File: config.mk
export PLATFORM = sky130hd
export DESIGN_NAME = wiper_mode_and_sweep_controller
export DESIGN_NICKNAME = d
export VERILOG_FILES = /design/src/rtl/wmsc_pkg.sv /design/src/rtl/wmsc_filter.sv /design/src/rtl/wmsc_sweep.sv /design/src/rtl/wiper_mode_and_sweep_controller.sv
export SDC_FILE = /design/constraint.sdc
export NUM_CORES = 1
export LEC_CHECK = 0
export ABC_AREA = 0
export BUFFER_PORTS_ARGS = -buffer_cell sky130_fd_sc_hd__buf_2
export CAP_MARGIN = 30
export CORE_UTILIZATION = 45
export CTS_CLUSTER_DIAMETER = 120
export DETAILED_ROUTE_END_ITERATION = 10
export PLACE_DENSITY = 0.72
export SYNTH_ARGS = -nofsm -noshare
export SYNTH_HDL_FRONTEND = slang
export SYNTH_SLANG_ARGS = --single-unit
File: constraint.sdc
create_clock -name clk -period 33.1 [get_ports clk]
set_clock_uncertainty 0.1 [all_clocks]
set_input_delay 4.965 -clock clk [delete_from_list [all_inputs] [get_ports clk]]
set_output_delay 4.965 -clock clk [all_outputs]
set_load 0.005 [all_outputs]
File: src/rtl/wmsc_pkg.sv
// ----------------------------------------------------------------------------
// wmsc_pkg: shared definitions for the wiper mode and sweep controller
// Field widths, mode and phase codes, register indexes, servo and lamp
// timing constants, and the sweep status record.
// ----------------------------------------------------------------------------
package wmsc_pkg;

    // Field widths.
    localparam int SAMPLE_W   = 12;
    localparam int PAUSE_W    = 14;
    localparam int MODE_W     = 2;
    localparam int PHASE_W    = 2;
    localparam int DUTY_W     = 12;
    localparam int DWELL_W    = 14;
    localparam int BLINK_W    = 10;
    localparam int CFG_IDX_W  = 3;
    localparam int CFG_DATA_W = 14;

    // Default depth of the moving average window.
    localparam int WINDOW_DEF = 8;

    // Milliseconds that pass with every tick.
    localparam int TICK_MS = 10;

    // Wiper modes.
    localparam logic [MODE_W-1:0] MODE_STOP     = 2'd0;
    localparam logic [MODE_W-1:0] MODE_INTERVAL = 2'd1;
    localparam logic [MODE_W-1:0] MODE_SLOW     = 2'd2;
    localparam logic [MODE_W-1:0] MODE_FAST     = 2'd3;

    // Sweep phases.
    localparam logic [PHASE_W-1:0] PHASE_IDLE = 2'd0;
    localparam logic [PHASE_W-1:0] PHASE_UP   = 2'd1;
    localparam logic [PHASE_W-1:0] PHASE_DOWN = 2'd2;

    // Configuration register indexes.
    localparam logic [CFG_IDX_W-1:0] CFG_THRESH_OFF_INTERVAL = 3'd0;
    localparam logic [CFG_IDX_W-1:0] CFG_THRESH_INTERVAL_LOW = 3'd1;
    localparam logic [CFG_IDX_W-1:0] CFG_THRESH_LOW_HIGH     = 3'd2;
    localparam logic [CFG_IDX_W-1:0] CFG_SAMPLE_MIN_SAFE     = 3'd3;
    localparam logic [CFG_IDX_W-1:0] CFG_SAMPLE_MAX_SAFE     = 3'd4;
    localparam logic [CFG_IDX_W-1:0] CFG_MAX_JUMP            = 3'd5;
    localparam logic [CFG_IDX_W-1:0] CFG_INTERVAL_PAUSE_MS   = 3'd6;

    // Configuration reset values.
    localparam logic [SAMPLE_W-1:0] RST_THRESH_OFF_INTERVAL = 12'd500;
    localparam logic [SAMPLE_W-1:0] RST_THRESH_INTERVAL_LOW = 12'd2000;
    localparam logic [SAMPLE_W-1:0] RST_THRESH_LOW_HIGH     = 12'd3500;
    localparam logic [SAMPLE_W-1:0] RST_SAMPLE_MIN_SAFE     = 12'd50;
    localparam logic [SAMPLE_W-1:0] RST_SAMPLE_MAX_SAFE     = 12'd4040;
    localparam logic [SAMPLE_W-1:0] RST_MAX_JUMP            = 12'd1500;
    localparam logic [PAUSE_W-1:0]  RST_INTERVAL_PAUSE_MS   = 14'd3000;

    // Servo positions.
    localparam logic [DUTY_W-1:0] DUTY_PARK = 12'd800;
    localparam logic [DUTY_W-1:0] DUTY_FULL = 12'd3300;

    // Sweep times per mode, milliseconds.
    localparam logic [DWELL_W-1:0] SWEEP_MS_INTERVAL = 14'd500;
    localparam logic [DWELL_W-1:0] SWEEP_MS_LOW      = 14'd800;
    localparam logic [DWELL_W-1:0] SWEEP_MS_HIGH     = 14'd300;
    localparam logic [DWELL_W-1:0] DWELL_MAX         = 14'd16383;

    // Fault blink: 1 s period, lit for the first half.
    localparam int BLINK_PERIOD = 1000;
    localparam logic [BLINK_W-1:0] BLINK_ON = 10'd500;

    // Sweep state after one tick.
    typedef struct packed {
        logic [PHASE_W-1:0] phase;
        logic [DUTY_W-1:0]  duty;
    } sweep_status_t;

endpackage

File: src/rtl/wmsc_filter.sv
// ----------------------------------------------------------------------------
// wmsc_filter: moving average over the last WINDOW healthy samples
// Keeps the sample history in a small memory, a running sum and the held
// average. The oldest entry is read ahead into a register.
// ----------------------------------------------------------------------------
module wmsc_filter #(
    parameter int WINDOW = wmsc_pkg::WINDOW_DEF
) (
    input  logic                          clk,
    input  logic                          rst_n,
    input  logic                          update,
    input  logic [wmsc_pkg::SAMPLE_W-1:0] sample,
    output logic [wmsc_pkg::SAMPLE_W-1:0] level
);

    localparam int SLOT_W    = $clog2(WINDOW);
    localparam int SUM_W     = wmsc_pkg::SAMPLE_W + $clog2(WINDOW);
    localparam int DIV_SHIFT = SUM_W + $clog2(WINDOW);
    localparam int MULT_W    = SUM_W + 1;
    localparam int PROD_W    = SUM_W + MULT_W;
    localparam longint unsigned DIV_MULT_L =
        ((64'd1 << DIV_SHIFT) + 64'(WINDOW) - 64'd1) / 64'(WINDOW);
    localparam logic [MULT_W-1:0] DIV_MULT  = MULT_W'(DIV_MULT_L);
    localparam logic [SLOT_W-1:0] SLOT_LAST = SLOT_W'(WINDOW - 1);

    logic [wmsc_pkg::SAMPLE_W-1:0] hist_mem [WINDOW];
    logic [wmsc_pkg::SAMPLE_W-1:0] old_data_reg;
    logic [SLOT_W-1:0]             slot_reg;
    logic [SLOT_W-1:0]             slot_next;
    logic [SLOT_W-1:0]             rd_addr;
    logic                          wrapped_reg;
    logic [SUM_W-1:0]              sum_reg;
    logic [SUM_W-1:0]              sum_next;
    logic [wmsc_pkg::SAMPLE_W-1:0] avg_reg;
    logic [wmsc_pkg::SAMPLE_W-1:0] avg_next;
    logic [wmsc_pkg::SAMPLE_W-1:0] oldest;
    logic [PROD_W-1:0]             product;

    // Until the write slot has gone round once, the entry under it was never
    // written and counts as zero.
    assign oldest    = wrapped_reg ? old_data_reg : '0;
    assign slot_next = (slot_reg == SLOT_LAST) ? '0 : slot_reg + SLOT_W'(1);
    assign rd_addr   = update ? slot_next : slot_reg;

    assign sum_next = sum_reg - SUM_W'(oldest) + SUM_W'(sample);

    // Division by the window depth as a multiplication by its reciprocal.
    assign product  = PROD_W'(sum_next) * PROD_W'(DIV_MULT);
    assign avg_next = product[DIV_SHIFT +: wmsc_pkg::SAMPLE_W];

    assign level = update ? avg_next : avg_reg;

    always_ff @(posedge clk)
    begin
        if (update)
        begin
            hist_mem[slot_reg] <= sample;
        end
        old_data_reg <= hist_mem[rd_addr];
    end

    always_ff @(posedge clk or negedge rst_n)
    begin
        if (!rst_n)
        begin
            slot_reg    <= '0;
            wrapped_reg <= 1'b0;
            sum_reg     <= '0;
            avg_reg     <= '0;
        end
        else if (update)
        begin
            slot_reg <= slot_next;
            sum_reg  <= sum_next;
            avg_reg  <= avg_next;
            if (slot_reg == SLOT_LAST)
            begin
                wrapped_reg <= 1'b1;
            end
        end
    end

endmodule

File: src/rtl/wmsc_sweep.sv
// ----------------------------------------------------------------------------
// wmsc_sweep: servo sweep sequencer
// Idle, up and down phases with a dwell counter in milliseconds and an
// extra pause in the down phase while in interval mode.
// ----------------------------------------------------------------------------
module wmsc_sweep (
    input  logic                         clk,
    input  logic                         rst_n,
    input  logic                         step,
    input  logic [wmsc_pkg::MODE_W-1:0]  mode,
    input  logic [wmsc_pkg::PAUSE_W-1:0] pause_ms,
    output wmsc_pkg::sweep_status_t      status_next
);

    localparam int WIDE_W = wmsc_pkg::DWELL_W + 1;

    logic [wmsc_pkg::PHASE_W-1:0] phase_reg;
    logic [wmsc_pkg::PHASE_W-1:0] phase_next;
    logic [wmsc_pkg::DWELL_W-1:0] dwell_reg;
    logic [wmsc_pkg::DWELL_W-1:0] dwell_next;
    logic [wmsc_pkg::DUTY_W-1:0]  duty_reg;
    logic [wmsc_pkg::DUTY_W-1:0]  duty_next;
    logic [wmsc_pkg::DWELL_W-1:0] sweep_ms;
    logic [wmsc_pkg::DWELL_W-1:0] dwell_inc;
    logic [wmsc_pkg::DWELL_W-1:0] target_ms;
    logic [WIDE_W-1:0]            dwell_sum;
    logic [WIDE_W-1:0]            target_sum;

    always_comb
    begin
        case (mode)
            wmsc_pkg::MODE_INTERVAL: sweep_ms = wmsc_pkg::SWEEP_MS_INTERVAL;
            wmsc_pkg::MODE_SLOW:     sweep_ms = wmsc_pkg::SWEEP_MS_LOW;
            default:                 sweep_ms = wmsc_pkg::SWEEP_MS_HIGH;
        endcase
    end

    // Entering the up phase clears the dwell before this tick is counted.
    assign dwell_sum = ((phase_reg == wmsc_pkg::PHASE_IDLE) ? '0 : WIDE_W'(dwell_reg))
                     + WIDE_W'(wmsc_pkg::TICK_MS);
    assign dwell_inc = (dwell_sum > WIDE_W'(wmsc_pkg::DWELL_MAX))
                     ? wmsc_pkg::DWELL_MAX : dwell_sum[wmsc_pkg::DWELL_W-1:0];

    assign target_sum = WIDE_W'(sweep_ms)
                      + ((mode == wmsc_pkg::MODE_INTERVAL) ? WIDE_W'(pause_ms) : '0);
    assign target_ms  = (target_sum > WIDE_W'(wmsc_pkg::DWELL_MAX))
                      ? wmsc_pkg::DWELL_MAX : target_sum[wmsc_pkg::DWELL_W-1:0];

    always_comb
    begin
        phase_next = phase_reg;
        dwell_next = dwell_inc;
        duty_next  = duty_reg;
        if (mode == wmsc_pkg::MODE_STOP)
        begin
            phase_next = wmsc_pkg::PHASE_IDLE;
            dwell_next = '0;
            duty_next  = wmsc_pkg::DUTY_PARK;
        end
        else
        begin
            case (phase_reg)
                wmsc_pkg::PHASE_IDLE,
                wmsc_pkg::PHASE_UP:
                begin
                    phase_next = wmsc_pkg::PHASE_UP;
                    duty_next  = wmsc_pkg::DUTY_FULL;
                    if (dwell_inc >= sweep_ms)
                    begin
                        phase_next = wmsc_pkg::PHASE_DOWN;
                        dwell_next = '0;
                        duty_next  = wmsc_pkg::DUTY_PARK;
                    end
                end
                wmsc_pkg::PHASE_DOWN:
                begin
                    if (dwell_inc >= target_ms)
                    begin
                        phase_next = wmsc_pkg::PHASE_IDLE;
                        dwell_next = '0;
                    end
                end
                default:
                begin
                    phase_next = wmsc_pkg::PHASE_IDLE;
                end
            endcase
        end
    end

    assign status_next.phase = phase_next;
    assign status_next.duty  = duty_next;

    always_ff @(posedge clk or negedge rst_n)
    begin
        if (!rst_n)
        begin
            phase_reg <= wmsc_pkg::PHASE_IDLE;
            dwell_reg <= '0;
            duty_reg  <= wmsc_pkg::DUTY_PARK;
        end
        else if (step)
        begin
            phase_reg <= phase_next;
            dwell_reg <= dwell_next;
            duty_reg  <= duty_next;
        end
    end

endmodule

File: src/rtl/wiper_mode_and_sweep_controller.sv
// A result is presented after its input passes through the input register, then the result
// register. Throughput: one item per cycle while results are taken; the tick state is updated
// on the cycle that the item moves from the input register into the result register, so the
// next item sees it at once.
// Reset clears all control state and the tick state, and loads the registers' default values.
// Configuration writes are taken in every cycle; there is no clearing pass after reset.
// ----------------------------------------------------------------------------
// wiper_mode_and_sweep_controller: wiper mode selection and servo sweep
// Checks each tick's sensor sample for range and jump faults, filters it
// with a moving average, picks the wiper mode, drives the servo sweep and
// the status lamps.
// ----------------------------------------------------------------------------
module wiper_mode_and_sweep_controller #(
    parameter int WINDOW = wmsc_pkg::WINDOW_DEF
) (
    input  logic                            clk,
    input  logic                            rst_n,

    // Configuration write channel.
    input  logic                            cfg_valid,
    output logic                            cfg_ready,
    input  logic [wmsc_pkg::CFG_IDX_W-1:0]  cfg_index,
    input  logic [wmsc_pkg::CFG_DATA_W-1:0] cfg_data,

    // Tick input channel.
    input  logic                            in_valid,
    output logic                            in_ready,
    input  logic [wmsc_pkg::SAMPLE_W-1:0]   adc_sample,
    input  logic                            bus_fault,
    input  logic                            remote_control,
    input  logic [wmsc_pkg::MODE_W-1:0]     remote_mode,

    // Result channel.
    output logic                            out_valid,
    input  logic                            out_ready,
    output logic [wmsc_pkg::DUTY_W-1:0]     servo_duty,
    output logic [wmsc_pkg::SAMPLE_W-1:0]   filtered_level,
    output logic [wmsc_pkg::MODE_W-1:0]     wiper_mode,
    output logic [wmsc_pkg::PHASE_W-1:0]    sweep_phase,
    output logic                            fault,
    output logic                            led_red,
    output logic                            led_green,
    output logic                            led_blue
);

    localparam int SW = wmsc_pkg::SAMPLE_W;

    // Configuration registers.
    logic [SW-1:0]                thresh_off_interval_reg;
    logic [SW-1:0]                thresh_interval_low_reg;
    logic [SW-1:0]                thresh_low_high_reg;
    logic [SW-1:0]                sample_min_safe_reg;
    logic [SW-1:0]                sample_max_safe_reg;
    logic [SW-1:0]                max_jump_reg;
    logic [wmsc_pkg::PAUSE_W-1:0] interval_pause_ms_reg;

    // Input register.
    logic                         s1_valid_reg;
    logic [SW-1:0]                s1_sample_reg;
    logic                         s1_bus_reg;
    logic                         s1_remote_reg;
    logic [wmsc_pkg::MODE_W-1:0]  s1_rmode_reg;

    // Tick state held in this module.
    logic [SW-1:0]                prev_sample_reg;
    logic [wmsc_pkg::BLINK_W-1:0] blink_reg;
    logic [wmsc_pkg::BLINK_W-1:0] blink_next;
    logic [wmsc_pkg::BLINK_W:0]   blink_sum;

    // Result register.
    logic                          out_valid_reg;
    logic [wmsc_pkg::DUTY_W-1:0]   duty_out_reg;
    logic [SW-1:0]                 level_out_reg;
    logic [wmsc_pkg::MODE_W-1:0]   mode_out_reg;
    logic [wmsc_pkg::PHASE_W-1:0]  phase_out_reg;
    logic                          fault_out_reg;
    logic                          red_out_reg;
    logic                          green_out_reg;
    logic                          blue_out_reg;

    // Per-tick logic.
    logic                          advance;
    logic                          update;
    logic                          healthy;
    logic                          stable;
    logic                          fault_now;
    logic [SW-1:0]                 delta;
    logic [SW-1:0]                 level;
    logic [wmsc_pkg::MODE_W-1:0]   mode_now;
    logic                          red_now;
    logic                          green_now;
    logic                          blue_now;
    wmsc_pkg::sweep_status_t       sweep_next;

    // ------------------------------------------------------------------
    // Handshake. The input register moves into the result register
    // whenever the result register is empty or its transfer completes in
    // this cycle, so a waiting result lets the input side take only the
    // one item that the input register holds before it stops.
    // ------------------------------------------------------------------
    assign advance   = s1_valid_reg && (!out_valid_reg || out_ready);
    assign in_ready  = !s1_valid_reg || advance;
    assign cfg_ready = 1'b1;

    always_ff @(posedge clk or negedge rst_n)
    begin
        if (!rst_n)
        begin
            s1_valid_reg <= 1'b0;
        end
        else if (in_ready)
        begin
            s1_valid_reg <= in_valid;
        end
    end

    always_ff @(posedge clk)
    begin
        if (in_ready && in_valid)
        begin
            s1_sample_reg <= adc_sample;
            s1_bus_reg    <= bus_fault;
            s1_remote_reg <= remote_control;
            s1_rmode_reg  <= remote_mode;
        end
    end

    // ------------------------------------------------------------------
    // Configuration registers. Writes to an index past the list are
    // dropped. The 12-bit registers keep the low bits of the data.
    // ------------------------------------------------------------------
    always_ff @(posedge clk or negedge rst_n)
    begin
        if (!rst_n)
        begin
            thresh_off_interval_reg <= wmsc_pkg::RST_THRESH_OFF_INTERVAL;
            thresh_interval_low_reg <= wmsc_pkg::RST_THRESH_INTERVAL_LOW;
            thresh_low_high_reg     <= wmsc_pkg::RST_THRESH_LOW_HIGH;
            sample_min_safe_reg     <= wmsc_pkg::RST_SAMPLE_MIN_SAFE;
            sample_max_safe_reg     <= wmsc_pkg::RST_SAMPLE_MAX_SAFE;
            max_jump_reg            <= wmsc_pkg::RST_MAX_JUMP;
            interval_pause_ms_reg   <= wmsc_pkg::RST_INTERVAL_PAUSE_MS;
        end
        else if (cfg_valid && cfg_ready)
        begin
            case (cfg_index)
                wmsc_pkg::CFG_THRESH_OFF_INTERVAL: thresh_off_interval_reg <= cfg_data[SW-1:0];
                wmsc_pkg::CFG_THRESH_INTERVAL_LOW: thresh_interval_low_reg <= cfg_data[SW-1:0];
                wmsc_pkg::CFG_THRESH_LOW_HIGH:     thresh_low_high_reg     <= cfg_data[SW-1:0];
                wmsc_pkg::CFG_SAMPLE_MIN_SAFE:     sample_min_safe_reg     <= cfg_data[SW-1:0];
                wmsc_pkg::CFG_SAMPLE_MAX_SAFE:     sample_max_safe_reg     <= cfg_data[SW-1:0];
                wmsc_pkg::CFG_MAX_JUMP:            max_jump_reg            <= cfg_data[SW-1:0];
                wmsc_pkg::CFG_INTERVAL_PAUSE_MS:   interval_pause_ms_reg   <= cfg_data;
                default:
                begin
                end
            endcase
        end
    end

    // ------------------------------------------------------------------
    // Blink phase. It advances first on every tick and wraps at one
    // second; one subtraction is enough since a tick is shorter than that.
    // ------------------------------------------------------------------
    assign blink_sum  = (wmsc_pkg::BLINK_W + 1)'(blink_reg)
                      + (wmsc_pkg::BLINK_W + 1)'(wmsc_pkg::TICK_MS);
    assign blink_next = (blink_sum >= (wmsc_pkg::BLINK_W + 1)'(wmsc_pkg::BLINK_PERIOD))
                      ? wmsc_pkg::BLINK_W'(blink_sum
                            - (wmsc_pkg::BLINK_W + 1)'(wmsc_pkg::BLINK_PERIOD))
                      : blink_sum[wmsc_pkg::BLINK_W-1:0];

    // ------------------------------------------------------------------
    // Fault check. The previous sample is replaced on every tick, faulty
    // or not, so a single glitch can also fault the tick after it.
    // ------------------------------------------------------------------
    assign healthy   = !((s1_sample_reg < sample_min_safe_reg)
                      || (s1_sample_reg > sample_max_safe_reg));
    assign delta     = (s1_sample_reg > prev_sample_reg) ? (s1_sample_reg - prev_sample_reg)
                                                         : (prev_sample_reg - s1_sample_reg);
    assign stable    = (delta <= max_jump_reg);
    assign fault_now = !healthy || !stable || s1_bus_reg;
    assign update    = advance && !fault_now;

    // The filter holds its average while a fault is present.
    wmsc_filter #(
        .WINDOW (WINDOW)
    ) u_filter (
        .clk    (clk),
        .rst_n  (rst_n),
        .update (update),
        .sample (s1_sample_reg),
        .level  (level)
    );

    // ------------------------------------------------------------------
    // Mode choice. A fault forces the wiper off. Otherwise the remote
    // request wins, or the thresholds are tried in order on the fresh
    // average and the first one that the level lies below decides.
    // ------------------------------------------------------------------
    always_comb
    begin
        if (fault_now)
        begin
            mode_now = wmsc_pkg::MODE_STOP;
        end
        else if (s1_remote_reg)
        begin
            mode_now = s1_rmode_reg;
        end
        else if (level < thresh_off_interval_reg)
        begin
            mode_now = wmsc_pkg::MODE_STOP;
        end
        else if (level < thresh_interval_low_reg)
        begin
            mode_now = wmsc_pkg::MODE_INTERVAL;
        end
        else if (level < thresh_low_high_reg)
        begin
            mode_now = wmsc_pkg::MODE_SLOW;
        end
        else
        begin
            mode_now = wmsc_pkg::MODE_FAST;
        end
    end

    // Lamps: a bus fault blinks red and darkens the rest; otherwise blue
    // shows interval, green low and red high.
    always_comb
    begin
        red_now   = 1'b0;
        green_now = 1'b0;
        blue_now  = 1'b0;
        if (s1_bus_reg)
        begin
            red_now = (blink_next < wmsc_pkg::BLINK_ON);
        end
        else
        begin
            case (mode_now)
                wmsc_pkg::MODE_INTERVAL: blue_now  = 1'b1;
                wmsc_pkg::MODE_SLOW:     green_now = 1'b1;
                wmsc_pkg::MODE_FAST:     red_now   = 1'b1;
                default:
                begin
                end
            endcase
        end
    end

    wmsc_sweep u_sweep (
        .clk         (clk),
        .rst_n       (rst_n),
        .step        (advance),
        .mode        (mode_now),
        .pause_ms    (interval_pause_ms_reg),
        .status_next (sweep_next)
    );

    // ------------------------------------------------------------------
    // Tick state and result register.
    // ------------------------------------------------------------------
    always_ff @(posedge clk or negedge rst_n)
    begin
        if (!rst_n)
        begin
            prev_sample_reg <= '0;
            blink_reg       <= '0;
            out_valid_reg   <= 1'b0;
        end
        else
        begin
            if (advance)
            begin
                prev_sample_reg <= s1_sample_reg;
                blink_reg       <= blink_next;
                out_valid_reg   <= 1'b1;
            end
            else if (out_ready)
            begin
                out_valid_reg <= 1'b0;
            end
        end
    end

    always_ff @(posedge clk)
    begin
        if (advance)
        begin
            duty_out_reg  <= sweep_next.duty;
            level_out_reg <= level;
            mode_out_reg  <= mode_now;
            phase_out_reg <= sweep_next.phase;
            fault_out_reg <= fault_now;
            red_out_reg   <= red_now;
            green_out_reg <= green_now;
            blue_out_reg  <= blue_now;
        end
    end

    assign out_valid      = out_valid_reg;
    assign servo_duty     = duty_out_reg;
    assign filtered_level = level_out_reg;
    assign wiper_mode     = mode_out_reg;
    assign sweep_phase    = phase_out_reg;
    assign fault          = fault_out_reg;
    assign led_red        = red_out_reg;
    assign led_green      = green_out_reg;
    assign led_blue       = blue_out_reg;

    // ------------------------------------------------------------------
    // Assertions.
    // ------------------------------------------------------------------

    // A result only shows up after an item left the input register.
    a_result_has_source: assert property (@(posedge clk) disable iff (!rst_n)
        $rose(out_valid_reg) |-> $past(s1_valid_reg))
        else $error("result appeared without an item in the input register");

    // A faulty tick never reports a running wiper.
    a_fault_means_off: assert property (@(posedge clk) disable iff (!rst_n)
        (out_valid_reg && fault_out_reg) |-> (mode_out_reg == wmsc_pkg::MODE_STOP))
        else $error("fault reported with a wiper mode other than off");

    // The blink phase stays inside one period.
    a_blink_in_period: assert property (@(posedge clk) disable iff (!rst_n)
        blink_reg < wmsc_pkg::BLINK_W'(wmsc_pkg::BLINK_PERIOD))
        else $error("blink phase left its period");

    // At most one lamp is lit.
    a_one_lamp: assert property (@(posedge clk) disable iff (!rst_n)
        out_valid_reg |-> $onehot0({red_out_reg, green_out_reg, blue_out_reg}))
        else $error("more than one lamp lit");

    // An off mode parks the servo and leaves the sweep idle.
    a_off_parks: assert property (@(posedge clk) disable iff (!rst_n)
        (out_valid_reg && (mode_out_reg == wmsc_pkg::MODE_STOP))
            |-> ((duty_out_reg == wmsc_pkg::DUTY_PARK)
                 && (phase_out_reg == wmsc_pkg::PHASE_IDLE)))
        else $error("servo not parked while the wiper is off");

endmodule
# Yosys cells after proc, flatten, opt, wreduce, memory -nomap -nowiden

Memory sizes are Yosys's and may differ from the RTL's. A register that Yosys moved wholly into a read port is not among the register bits.
Index checks and enable logic that the tools add are counted.

Bits in registers: 217
RAM bits: 96
Output and inout port bits: 35
Memories: 1

Memories:

| name              | words | bits a word | rd ports | clocked after memory_dff | wr ports | RTL line          | text |
|---|---|---|---|---|---|---|---|
| u_filter.hist_mem | 8     | 12          | 1        | 1                        | 1        | wmsc_filter.sv:26 | `logic [wmsc_pkg::SAMPLE_W-1:0] hist_mem [WINDOW];` |

Add/sub/neg operators: 9
Magnitude comparators: 13
Equality and inequality tests: 12
Mux-type cells: 35
Reduce and logical (&&, ||, !) cells: 25

Operator list:

| operator                                                             | number |
|---|---|
| 2-to-1 mux 14 bit                                                    | 7 |
| 2-to-1 mux 12 bit                                                    | 6 |
| less-than comparator 12 bit                                          | 4 |
| greater-than comparator 15 x 14 -> 1 bit (second input constant)     | 2 |
| case mux 14 bit (2 select lines)                                     | 1 |
| greater-than comparator 12 bit                                       | 2 |
| subtractor 12 bit                                                    | 2 |
| case mux 10 bit (2 select lines)                                     | 1 |
| AND reduction 2 bit                                                  | 8 |
| adder 10 x 15 -> 15 bit                                              | 1 |
| adder 15 x 12 -> 15 bit                                              | 1 |
| adder 15 x 4 -> 15 bit (second input constant)                       | 1 |
| subtractor 15 x 12 -> 15 bit                                         | 1 |
| greater-or-equal comparator 14 x 10 -> 1 bit                         | 1 |
| greater-or-equal comparator 14 bit                                   | 1 |
| 2-to-1 mux 2 bit                                                     | 7 |
| == test 3 bit (second input constant)                                | 4 |
| less-or-equal comparator 12 bit                                      | 1 |
| adder 10 x 4 -> 11 bit (second input constant)                       | 1 |
| greater-or-equal comparator 11 x 10 -> 1 bit (second input constant) | 1 |
| less-than comparator 10 x 9 -> 1 bit (second input constant)         | 1 |
| 2-to-1 mux 10 bit                                                    | 1 |
| subtractor 10 bit (second input constant)                            | 1 |
| 2-to-1 mux 1 bit                                                     | 9 |
| other kinds (14)                                                     | 29 |

# Depth between registers and ports, before layout

Gate-level depths: netlist (run 1).

Depth after elaboration: 24
Depth in mapped cells: 59

# Modules after synthesis

From an unflattened synthesis (run 1), not the netlist that was laid out.

Cell total of the unflattened synthesis: 1,774
Area total of the unflattened synthesis: 18,142.4 um2

By module, submodules not included:

| module                          | instances | cells an instance | area an instance (um2) |
|---|---|---|---|
| wiper_mode_and_sweep_controller | 1         | 817               | 8,745.9 |
| wmsc_filter                     | 1         | 630               | 6,785.3 |
| wmsc_sweep                      | 1         | 327               | 2,611.3 |

# Worst setup path after synthesis (run 1)

No wires, ideal clock.

Path type: input to register
Start point: input port out_ready
End point: register u_sweep.dwell_reg[6] (netlist bit)
Setup time: 66 ps
Arrival time: 12,609 ps
Required time: 32,934 ps
Slack: 20,325 ps
Stages: 40
Buffers on the path: 6
Path through: nand2b_1 > nand2_1 > or4_1 > buf_2 > clkbuf_1 > or3_1 > nand2_1 > ha_1 > a21o_1 > a21o_1 > a21oi_1 > o21ai_0 > or4_1 > a21oi_1 > nor3_1 > a22oi_1 > ha_1 > clkbuf_1 > [4 not listed] > nand2_1 > a211oi_1 > nand2b_1 > a31oi_1 > nor4b_1 > clkbuf_1 > nor2b_1 > ha_1 > a21o_1 > a21oi_1 > o221ai_1 > a31oi_1 > o21ai_0 > a21oi_1 > o21ai_0 > a311oi_2 > buf_4 > a22o_1

Word-level cells in the longest chain between the ends: 19
Elaborated cells between the ends (all ways): 26
Those cells by class: add/sub: 1; order compare: 6; eq/ne: 2; mux: 13; reduce/logical: 4

RTL lines:

| what                                                                         | RTL line                               | text |
|---|---|---|
| start, declared                                                              | wiper_mode_and_sweep_controller.sv:35  | `input logic out_ready,` |
| logical OR 1 bit (*)                                                         | wiper_mode_and_sweep_controller.sv:101 | `assign advance = s1_valid_reg && (!out_valid_reg \|\| out_ready);` |
| logical AND 1 bit (*)                                                        | wiper_mode_and_sweep_controller.sv:101 |  |
| logical AND 1 bit (*)                                                        | wiper_mode_and_sweep_controller.sv:182 | `assign update = advance && !fault_now;` |
| 2-to-1 mux 12 bit (*)                                                        | wmsc_filter.sv:51                      | `assign level = update ? avg_next : avg_reg;` |
| named net level[9]                                                           | wiper_mode_and_sweep_controller.sv:88  | `logic [SW-1:0] level;` |
| less-than comparator 12 bit                                                  | wiper_mode_and_sweep_controller.sv:218 | `else if (level < thresh_low_high_reg)` |
| 2-to-1 mux 1 bit                                                             | wiper_mode_and_sweep_controller.sv:218 |  |
| 2-to-1 mux 2 bit                                                             | wiper_mode_and_sweep_controller.sv:214 | `else if (level < thresh_interval_low_reg)` |
| [4 not listed]                                                               | -                                      |  |
| case mux 10 bit (2 select lines) / 2-to-1 mux 14 bit (equally long branches) | wmsc_sweep.sv:31, wmsc_sweep.sv:45     |  |
| adder 10 x 15 -> 15 bit                                                      | wmsc_sweep.sv:45                       | `+ ((mode == wmsc_pkg::MODE_INTERVAL) ? WIDE_W'(pause_ms) : '0);` |
| greater-than comparator 15 x 14 -> 1 bit                                     | wmsc_sweep.sv:46                       | `assign target_ms = (target_sum > WIDE_W'(wmsc_pkg::DWELL_MAX))` |
| 2-to-1 mux 14 bit                                                            | wmsc_sweep.sv:47                       | `? wmsc_pkg::DWELL_MAX : target_sum[wmsc_pkg::DWELL_W-1:0];` |
| greater-or-equal comparator 14 bit                                           | wmsc_sweep.sv:77                       | `if (dwell_inc >= target_ms)` |
| 2-to-1 mux 14 bit                                                            | wmsc_sweep.sv:77                       |  |
| case mux 14 bit (2 select lines)                                             | wmsc_sweep.sv:62                       | `case (phase_reg)` |
| 2-to-1 mux 14 bit (*)                                                        | wmsc_sweep.sv:54                       | `if (mode == wmsc_pkg::MODE_STOP)` |
| end signal, assigned                                                         | wmsc_sweep.sv:105                      | `dwell_reg <= dwell_next;` |
| end, declared                                                                | wmsc_sweep.sv:19                       | `logic [wmsc_pkg::DWELL_W-1:0] dwell_reg;` |

The timed path passes the listed nets; every way through them passes the cells marked *.
A chain may end at the register's enable or synchronous reset.

# Worst setup path in the final report (run 1)

Start point: register s1_sample_reg[0]
End point: register u_sweep.dwell_reg[10] (netlist bit)

Word-level cells in the longest chain between the ends: 24
Elaborated cells between the ends (all ways): 37
Those cells by class: add/sub: 4; order compare: 10; eq/ne: 2; mux: 14; reduce/logical: 7

RTL lines:

| what                                                                         | RTL line                               | text |
|---|---|---|
| start, declared                                                              | wiper_mode_and_sweep_controller.sv:59  | `logic [SW-1:0] s1_sample_reg;` |
| start signal, assigned                                                       | wiper_mode_and_sweep_controller.sv:121 | `s1_sample_reg <= adc_sample;` |
| subtractor 12 bit (tied with other cells)                                    | wiper_mode_and_sweep_controller.sv:179 | `: (prev_sample_reg - s1_sample_reg);` |
| 2-to-1 mux 12 bit                                                            | wiper_mode_and_sweep_controller.sv:178 | `assign delta = (s1_sample_reg > prev_sample_reg) ? (s1_sample_reg - prev_sample_reg)` |
| less-or-equal comparator 12 bit                                              | wiper_mode_and_sweep_controller.sv:180 | `assign stable = (delta <= max_jump_reg);` |
| zero test 1 bit                                                              | wiper_mode_and_sweep_controller.sv:181 | `assign fault_now = !healthy \|\| !stable \|\| s1_bus_reg;` |
| logical OR 1 bit (2 in series)                                               | wiper_mode_and_sweep_controller.sv:181 |  |
| zero test 1 bit                                                              | wiper_mode_and_sweep_controller.sv:182 |  |
| logical AND 1 bit                                                            | wiper_mode_and_sweep_controller.sv:182 |  |
| 2-to-1 mux 12 bit (*)                                                        | wmsc_filter.sv:51                      |  |
| named net level[9]                                                           | wiper_mode_and_sweep_controller.sv:88  |  |
| [7 not listed]                                                               | -                                      |  |
| case mux 10 bit (2 select lines) / 2-to-1 mux 14 bit (equally long branches) | wmsc_sweep.sv:31, wmsc_sweep.sv:45     |  |
| adder 10 x 15 -> 15 bit                                                      | wmsc_sweep.sv:45                       |  |
| greater-than comparator 15 x 14 -> 1 bit                                     | wmsc_sweep.sv:46                       |  |
| 2-to-1 mux 14 bit                                                            | wmsc_sweep.sv:47                       |  |
| greater-or-equal comparator 14 bit                                           | wmsc_sweep.sv:77                       |  |
| 2-to-1 mux 14 bit                                                            | wmsc_sweep.sv:77                       |  |
| case mux 14 bit (2 select lines)                                             | wmsc_sweep.sv:62                       |  |
| 2-to-1 mux 14 bit (*)                                                        | wmsc_sweep.sv:54                       |  |

Marked as above.

==> flow_summary.rst, run 1 <==
.. list-table::
   :header-rows: 1

   * - Metric
     - Value
   * - Outcome
     - finished clean
   * - Initial Util
     - 45.86%
   * - Data arrival time of the worst path
     - 13,880 ps
   * - Total die area
     - between 30,000 and 40,000 µm²
   * - DR vias/cell
     - around 5.4
   * - Slowest Stage Delay on Critical Path
     - 840 ps
   * - Clock Path Buffers
     - 3
   * - Synth async-reset ratio
     - around half
   * - # resized after CTS
     - 0
   * - Reg2reg setup slack
     - 19,580 ps
   * - Min cycle time layout
     - between 10,000 and 15,000 ps
   * - Nets
     - roughly 1.8k
   * - Post-detailed-route wirelength per cell
     - 18.92 µm
   * - Number of clock buffers inserted by TritonCTS
     - 36
   * - Area of the multi-input gates
     - 7704 µm²
   * - Worst Setup Slack, final
     - 19,580 ps
   * - Sinks on Clock Net
     - ~320
   * - Drt initial violations
     - 743
   * - Area delta synth->final
     - 12.99%
   * - Total chip power
     - 1.455 mW
   * - Worst Reg-to-Reg Cells
     - 51
   * - Area of the placeable core
     - 37,760 µm²
   * - Post-Place Cell Area
     - 18,330 µm²
   * - Post-synthesis sequential area ratio
     - 50.98%
   * - Global-route wire length before repair
     - 64,930 µm
   * - Slew at the pin closest to its max-slew limit
     - 998.3 ps
   * - Cell count after synthesis
     - about 1.5k
   * - Most area-consuming cells after synthesis
     - sky130_fd_sc_hd__edfxtp_1 (25%), sky130_fd_sc_hd__dfrtp_1 (18%), sky130_fd_sc_hd__ha_1 (10%)
   * - Element type at the critical path start
     - flop
   * - Cell area after synthesis
     - 17,310 µm²
   * - Critical R2R Capture
     - u_sweep.dwell_reg[10]
   * - Routability-driven placement congestion ratio
     - 0.8935
   * - Count of unresolved DRC violations after routing
     - 0
   * - Post-synthesis cell type count
     - 76
   * - Pins Over Slew Limit
     - 0
   * - Antenna violations before repair
     - 0
   * - Via count of the first global-routing pass
     - 12.02k
   * - Total grt overflow
     - 0
   * - Reported max-cap violation count
     - 0
   * - Number of fill cells
     - around 3.3k
   * - Post-CTS setup buffer count
     - 0
   * - Power density over the cells
     - 74.38 nW/µm²
   * - Vertical die dimension
     - between 150 and 200 µm
   * - Hold Startpoint
     - u_sweep.duty_reg[8]
   * - Post-Syn Nets
     - 1,726
   * - Peak VDD IR
     - roughly 40 µV
   * - Part of the cycle the worst path needs
     - 40.86%
   * - All-Layer GR Usage
     - 21.60%
   * - Root buffer cell
     - sky130_fd_sc_hd__clkbuf_16
   * - Classification of the worst setup path
     - flop to flop
   * - Buffers added on ports
     - between 70 and 80
   * - Cell with the largest stage delay on the worst path
     - sky130_fd_sc_hd__a311oi_2
   * - EDFF count, synth
     - between 100 and 150
   * - Total of hold buffers inserted after clock tree synthesis
     - 0
   * - Fmax achieved
     - ~0.074 GHz
   * - Via count
     - 11.74k
   * - Main synth FF type
     - sky130_fd_sc_hd__edfxtp_1
   * - Category of the worst setup path capture point
     - flop
   * - Final standard cell area without fillers
     - 19,560 µm²
   * - Final hold violations
     - 0
   * - Capture point of the worst path
     - u_sweep.dwell_reg[10]
   * - Required time of the worst setup path
     - 33,450 ps
   * - Clock transition time at the flip-flop clock pins of the worst setup and hold paths
     - 60 ps
   * - Area of all sequential standard cells
     - 8826 µm²
   * - Skew-Pair Late Insertion Delay
     - 530 ps
   * - Number of setup violations in the final report
     - 0
   * - Maximum net fanout on the critical path
     - 23
   * - Setup repair after global routing missed its margin
     - false
   * - CTS tree
     - built
   * - Largest net degree at the start of global routing
     - 104
   * - Die Width
     - ~200 µm
   * - Post-route ant nets
     - 0
   * - Post-Syn Area per Cell
     - around 11 µm²
   * - Final non-filler cell total
     - 2,163
   * - Yosys Warn Count
     - 0
   * - FF-to-FF Start
     - s1_sample_reg[0]
   * - Max FFs per register
     - 96
   * - Pre-Repair DR Iteration Count
     - 5
   * - Cell type contributing the most total cell area after synthesis
     - sky130_fd_sc_hd__edfxtp_1
   * - Num rows
     - 71
   * - Antenna fix cells
     - 0
   * - Leakage Power
     - 8.504 nW
   * - Most common cell in the synthesized netlist
     - sky130_fd_sc_hd__nand2_1
   * - Post-DP HPWL
     - 29,110 µm
   * - Fraction of layout instances using a drive strength above 1
     - 17.86%
   * - H-tree depth
     - 2
   * - Leading post-synthesis cells by instance count
     - sky130_fd_sc_hd__nand2_1 (168), sky130_fd_sc_hd__inv_1 (162), sky130_fd_sc_hd__edfxtp_1 (144)
   * - Setup slack at placement
     - roughly 19,000 ps
   * - Worst slew margin relative to its limit
     - 32.83%
   * - Summed negative setup slack over all endpoints
     - 0 ps
   * - Classification of the worst-slack hold path
     - flop to flop
   * - Detailed-route wire length
     - 40,920 µm
   * - Number of synthesized register bits
     - 324
   * - Area fraction of the dominant cell type after synthesis
     - 24.97%
   * - Count of placed standard cells including taps
     - ~2.1k
   * - Source of the critical timing path
     - s1_sample_reg[0]
   * - Number of top-level design ports
     - 73
-- report_power, final --
part	internal, mW	switching (mW)
Combinational	0.222	0.288
Clock	0.242	0.162
Sequential	0.502	0.0394
Total	0.966	0.489
-- cell type report --
class / instances / share of cell area (%)
Clock buffer: 51 / 5.046
Clock inverter: 15 / 1.094
Inverter: 164 / 3.147
Multi-Input combinational cell: 1001 / 39.38
Sequential cell: 324 / 45.12
Tap cell: 511 / 3.268
Timing Repair Buffer: 97 / 2.949
-- stage by stage --
step                util (%)  hold slack [ps]
finish                 51.81            379.9
global route           51.81            388.0
CTS                    51.74            379.1
detailed placement     48.56            362.9
global placement       48.56            360.6
floorplan                  -            344.2
-- placed cells by master, fill, tap and decap left out, drive strengths merged, types with 51 or more instances in the layout --
cell,synthesis,routed
a21oi,67,67
buf,13,97
clkbuf,30,51
dfrtp,122,122
edfxtp,144,144
ha,141,141
inv,164,167
mux2,56,56
nand2,169,169
nor2,52,52
o21ai,112,112
-- worst min-delay path by stage --
| stage | cells after the start | to | slack, ps |
|---|---|---|---|
| floorplan | 1 | u_sweep.duty_reg[0] | 340 |
| global placement | 1 | u_sweep.duty_reg[7] | 360 |
| detailed placement | 1 | u_sweep.duty_reg[1] | 360 |
| CTS | 2 | u_sweep.duty_reg[8] | 380 |
| global route | 1 | u_sweep.duty_reg[1] | 390 |
| finish | 2 | u_sweep.duty_reg[8] | 380 |
-- critical path, delay by kind of cell, from the launching register on --
kind / cells / cell delay, ps
mux: 1 / 290
fa+ha+maj: 7 / 2570
buf+inv: 5 / 850
simple gates: 13 / 3290
compound gates: 25 / 5690
flops: 1 / 630
-- layer usage --
metal  up-vias  part of all wire (%)  global-route usage [%]
met2       291                    49                   37.31
met5         -                     0                       0
met4         0                   3.5                   8.412
met1      5775                    43                   27.18
met3        70                   4.5                   3.253
li1       5606                     -                       -
-- logic make-up (layout without fill, tap and decap cells) --
kind of cell	count (synthesis)	count (layout)	share of synthesized area, %
fa+ha+maj	156	156	11.92
xor+xnor	55	55	2.782
flops	324	324	50.98
buf+inv	207	327	4.683
compound gates	300	300	10.90
mux	92	92	7.501
other cells	1	1	0.02166
simple gates	397	397	11.21
(Power assumes the default switching activity.)
==> run 2: changes to the inputs <==
- clock period: 33.1 -> 13.1 ns (I/O delays scaled with it)
==> flow_summary.rst, run 2 (synthesis gave the netlist of run 1 again) <==
.. list-table::
   :header-rows: 1

   * - Metric
     - Value
   * - Final non-filler cell total
     - 2,164 (+0.046%)
   * - Via count
     - 11.85k (+0.94%)
   * - Pins Over Slew Limit
     - 0 (unchanged)
   * - Fraction of layout instances using a drive strength above 1
     - 18.33% (+0.47 points)
   * - Buffers added on ports
     - 71 (unchanged)
   * - Total chip power
     - 3.618 mW (+150%)
   * - Kind of cell with the highest combined delay on the critical path
     - compound AO/OA/AOI/OAI gates
   * - Worst slew margin relative to its limit
     - 30.20% (-2.6 points)
   * - Clock transition time at the flip-flop clock pins of the worst setup and hold paths
     - 60 ps (about the same)
   * - DR vias/cell
     - 5.477 (+0.89%)
   * - Post-DP HPWL
     - 28,990 µm (-0.42%)
   * - Num rows
     - 71 (unchanged)
   * - Reported max-cap violation count
     - 0 (unchanged)
   * - Slowest Stage Delay on Critical Path
     - 630 ps (-210 ps)
   * - Count of unresolved DRC violations after routing
     - 0 (unchanged)
   * - Global-route wire length before repair
     - 64,740 µm (-0.29%)
   * - Cell with the largest stage delay on the worst path
     - sky130_fd_sc_hd__or4_1
   * - Number of setup violations in the final report
     - 0 (unchanged)
   * - Clock Path Buffers
     - 3 (unchanged)
   * - Classification of the worst setup path
     - flop to flop
   * - Post-route ant nets
     - 0 (unchanged)
   * - Total grt overflow
     - 0 (unchanged)
   * - Nets
     - 1,822 (+0.22%)
   * - Initial Util
     - 45.86% (unchanged)
   * - Setup slack at placement
     - 367.5 ps (-18,860 ps)
   * - Antenna fix cells
     - 0 (unchanged)
   * - Power density over the cells
     - 185.0 nW/µm² (+150%)
   * - Number of top-level design ports
     - 73 (unchanged)
   * - Data arrival time of the worst path
     - 12,480 ps (-1400 ps)
   * - Count of placed standard cells including taps
     - 2,100 (+0.19%)
   * - Buffers and inverters on the worst path
     - 7 (+2)
   * - Total die area
     - 39,260 µm² (unchanged)
   * - Required time of the worst setup path
     - 13,450 ps (-20,000 ps)
   * - Fmax achieved
     - 0.08247 GHz (+12%)
   * - Element type at the critical path start
     - flop
   * - Worst Setup Slack, final
     - 974.0 ps (-18,600 ps)
   * - Via count of the first global-routing pass
     - 11.93k (-0.77%)
   * - Routability-driven placement congestion ratio
     - 0.9106 (+1.9%)
   * - Outcome
     - finished clean
   * - H-tree depth
     - 2 (unchanged)
   * - Root buffer cell
     - sky130_fd_sc_hd__clkbuf_16
   * - Leakage Power
     - 8.506 nW (about the same)
   * - Most used cells in the layout excluding fill and tap cells
     - sky130_fd_sc_hd__nand2_1 (168), sky130_fd_sc_hd__inv_1 (162), sky130_fd_sc_hd__edfxtp_1 (144), sky130_fd_sc_hd__ha_1 (141), sky130_fd_sc_hd__dfrtp_1 (122)
   * - Slew at the pin closest to its max-slew limit
     - 1021 ps (+22.34 ps)
   * - Die Width
     - 198.2 µm (unchanged)
   * - Sinks on Clock Net
     - 324 (unchanged)
   * - Vertical die dimension
     - 198.2 µm (unchanged)
   * - Drt initial violations
     - 882 (+19%)
   * - Number of clock buffers inserted by TritonCTS
     - 34 (-5.6%)
   * - Most frequent standard cell in the layout excluding fill and tap cells
     - sky130_fd_sc_hd__nand2_1
   * - Detailed-route wire length
     - 40,590 µm (-0.79%)
   * - Category of the worst setup path capture point
     - flop
   * - Pre-Repair DR Iteration Count
     - 5 (unchanged)
   * - Part of the cycle the worst path needs
     - 92.56% (+52 points)
   * - Classification of the worst-slack hold path
     - flop to flop
   * - Number of fill cells
     - 3,232 (-1.3%)
   * - Final design utilization
     - 51.81% (about the same)
   * - Maximum net fanout on the critical path
     - 20 (-13%)
   * - Skew-Pair Late Insertion Delay
     - 530 ps (about the same)
   * - All-Layer GR Usage
     - 21.39% (-0.21 points)
   * - Area of the placeable core
     - 37,760 µm² (unchanged)
   * - Total of hold buffers inserted after clock tree synthesis
     - 0 (unchanged)
   * - Largest net degree at the start of global routing
     - 100 (-3.8%)
   * - Area delta synth->final
     - 12.98% (about the same)
   * - Antenna violations before repair
     - 0 (unchanged)
   * - Post-detailed-route wirelength per cell
     - 18.76 µm (-0.84%)
   * - CTS tree
     - built
   * - Min cycle time layout
     - 12,130 ps (-1399 ps)
   * - Final hold violations
     - 0 (unchanged)
   * - Summed negative setup slack over all endpoints
     - 0 ps (unchanged)
   * - Max FFs per register
     - 96 (unchanged)
   * - Peak VDD IR
     - 99.36 µV (+150%)
[run 2: path summary, 6_finish.rpt]
kind / depth (start not counted) / endpoint / slack, ps / startpoint
setup / recovery: 53 / u_sweep.dwell_reg[2] / 970 / s1_sample_reg[0]
hold / removal: 1 / u_sweep.duty_reg[2] / 380 / u_sweep.duty_reg[2]
setup reg to reg: 53 / u_sweep.dwell_reg[2] / 970 / s1_sample_reg[0]
hold reg to reg: 1 / u_sweep.duty_reg[2] / 380 / u_sweep.duty_reg[2]
max in group asynchronous: 3 / u_filter.avg_reg[2] / 10120 / rst_n
min in group asynchronous: 1 / u_filter.slot_reg[2] / 1120 / rst_n
[run 2: area by class of cell]
class | instances | area [µm²] | share of cell area [%]
Clock inverter | 18 | 188.9 | 0.9658
Tap cell | 511 | 639.4 | 3.269
Timing Repair Buffer | 103 | 641.9 | 3.281
Sequential cell | 324 | 8826 | 45.12
Inverter | 164 | 615.6 | 3.147
Multi-Input combinational cell | 1001 | 7735 | 39.54
Clock buffer | 43 | 914.6 | 4.676
[run 2: per-layer routing]
metal | track usage (%) | up-vias | share of wire (%)
li1 | - | 5604 | -
met1 | 28.53 | 5867 | 44
met2 | 35.87 | 297 | 48
met3 | 3.151 | 84 | 5.0
met4 | 6.718 | 0 | 2.8
met5 | 0 | - | 0
[run 2: timing repair]
item,4_1_cts,5_1_grt
endpoints found under the hold margin,0,0
endpoints found under the setup margin,0,16
gates resized for setup,0,5
buffers inserted,0,1
[run 2: metrics by stage]
stage          area (µm²)  hold slack [ps]
2_1_floorplan       17310            344.2
4_1_cts             19470            383.4
5_1_grt             19560            389.8
6_report            19560            380.4
3_3_place_gp        18360            359.7
3_5_place_dp        18360            366.9
[run 2: power breakdown]
part	total, mW	internal (mW)	switching [mW]
Combinational	1.29	0.563	0.731
Sequential	1.37	1.27	0.0980
Clock	0.958	0.558	0.400
Total	3.62	2.39	1.23
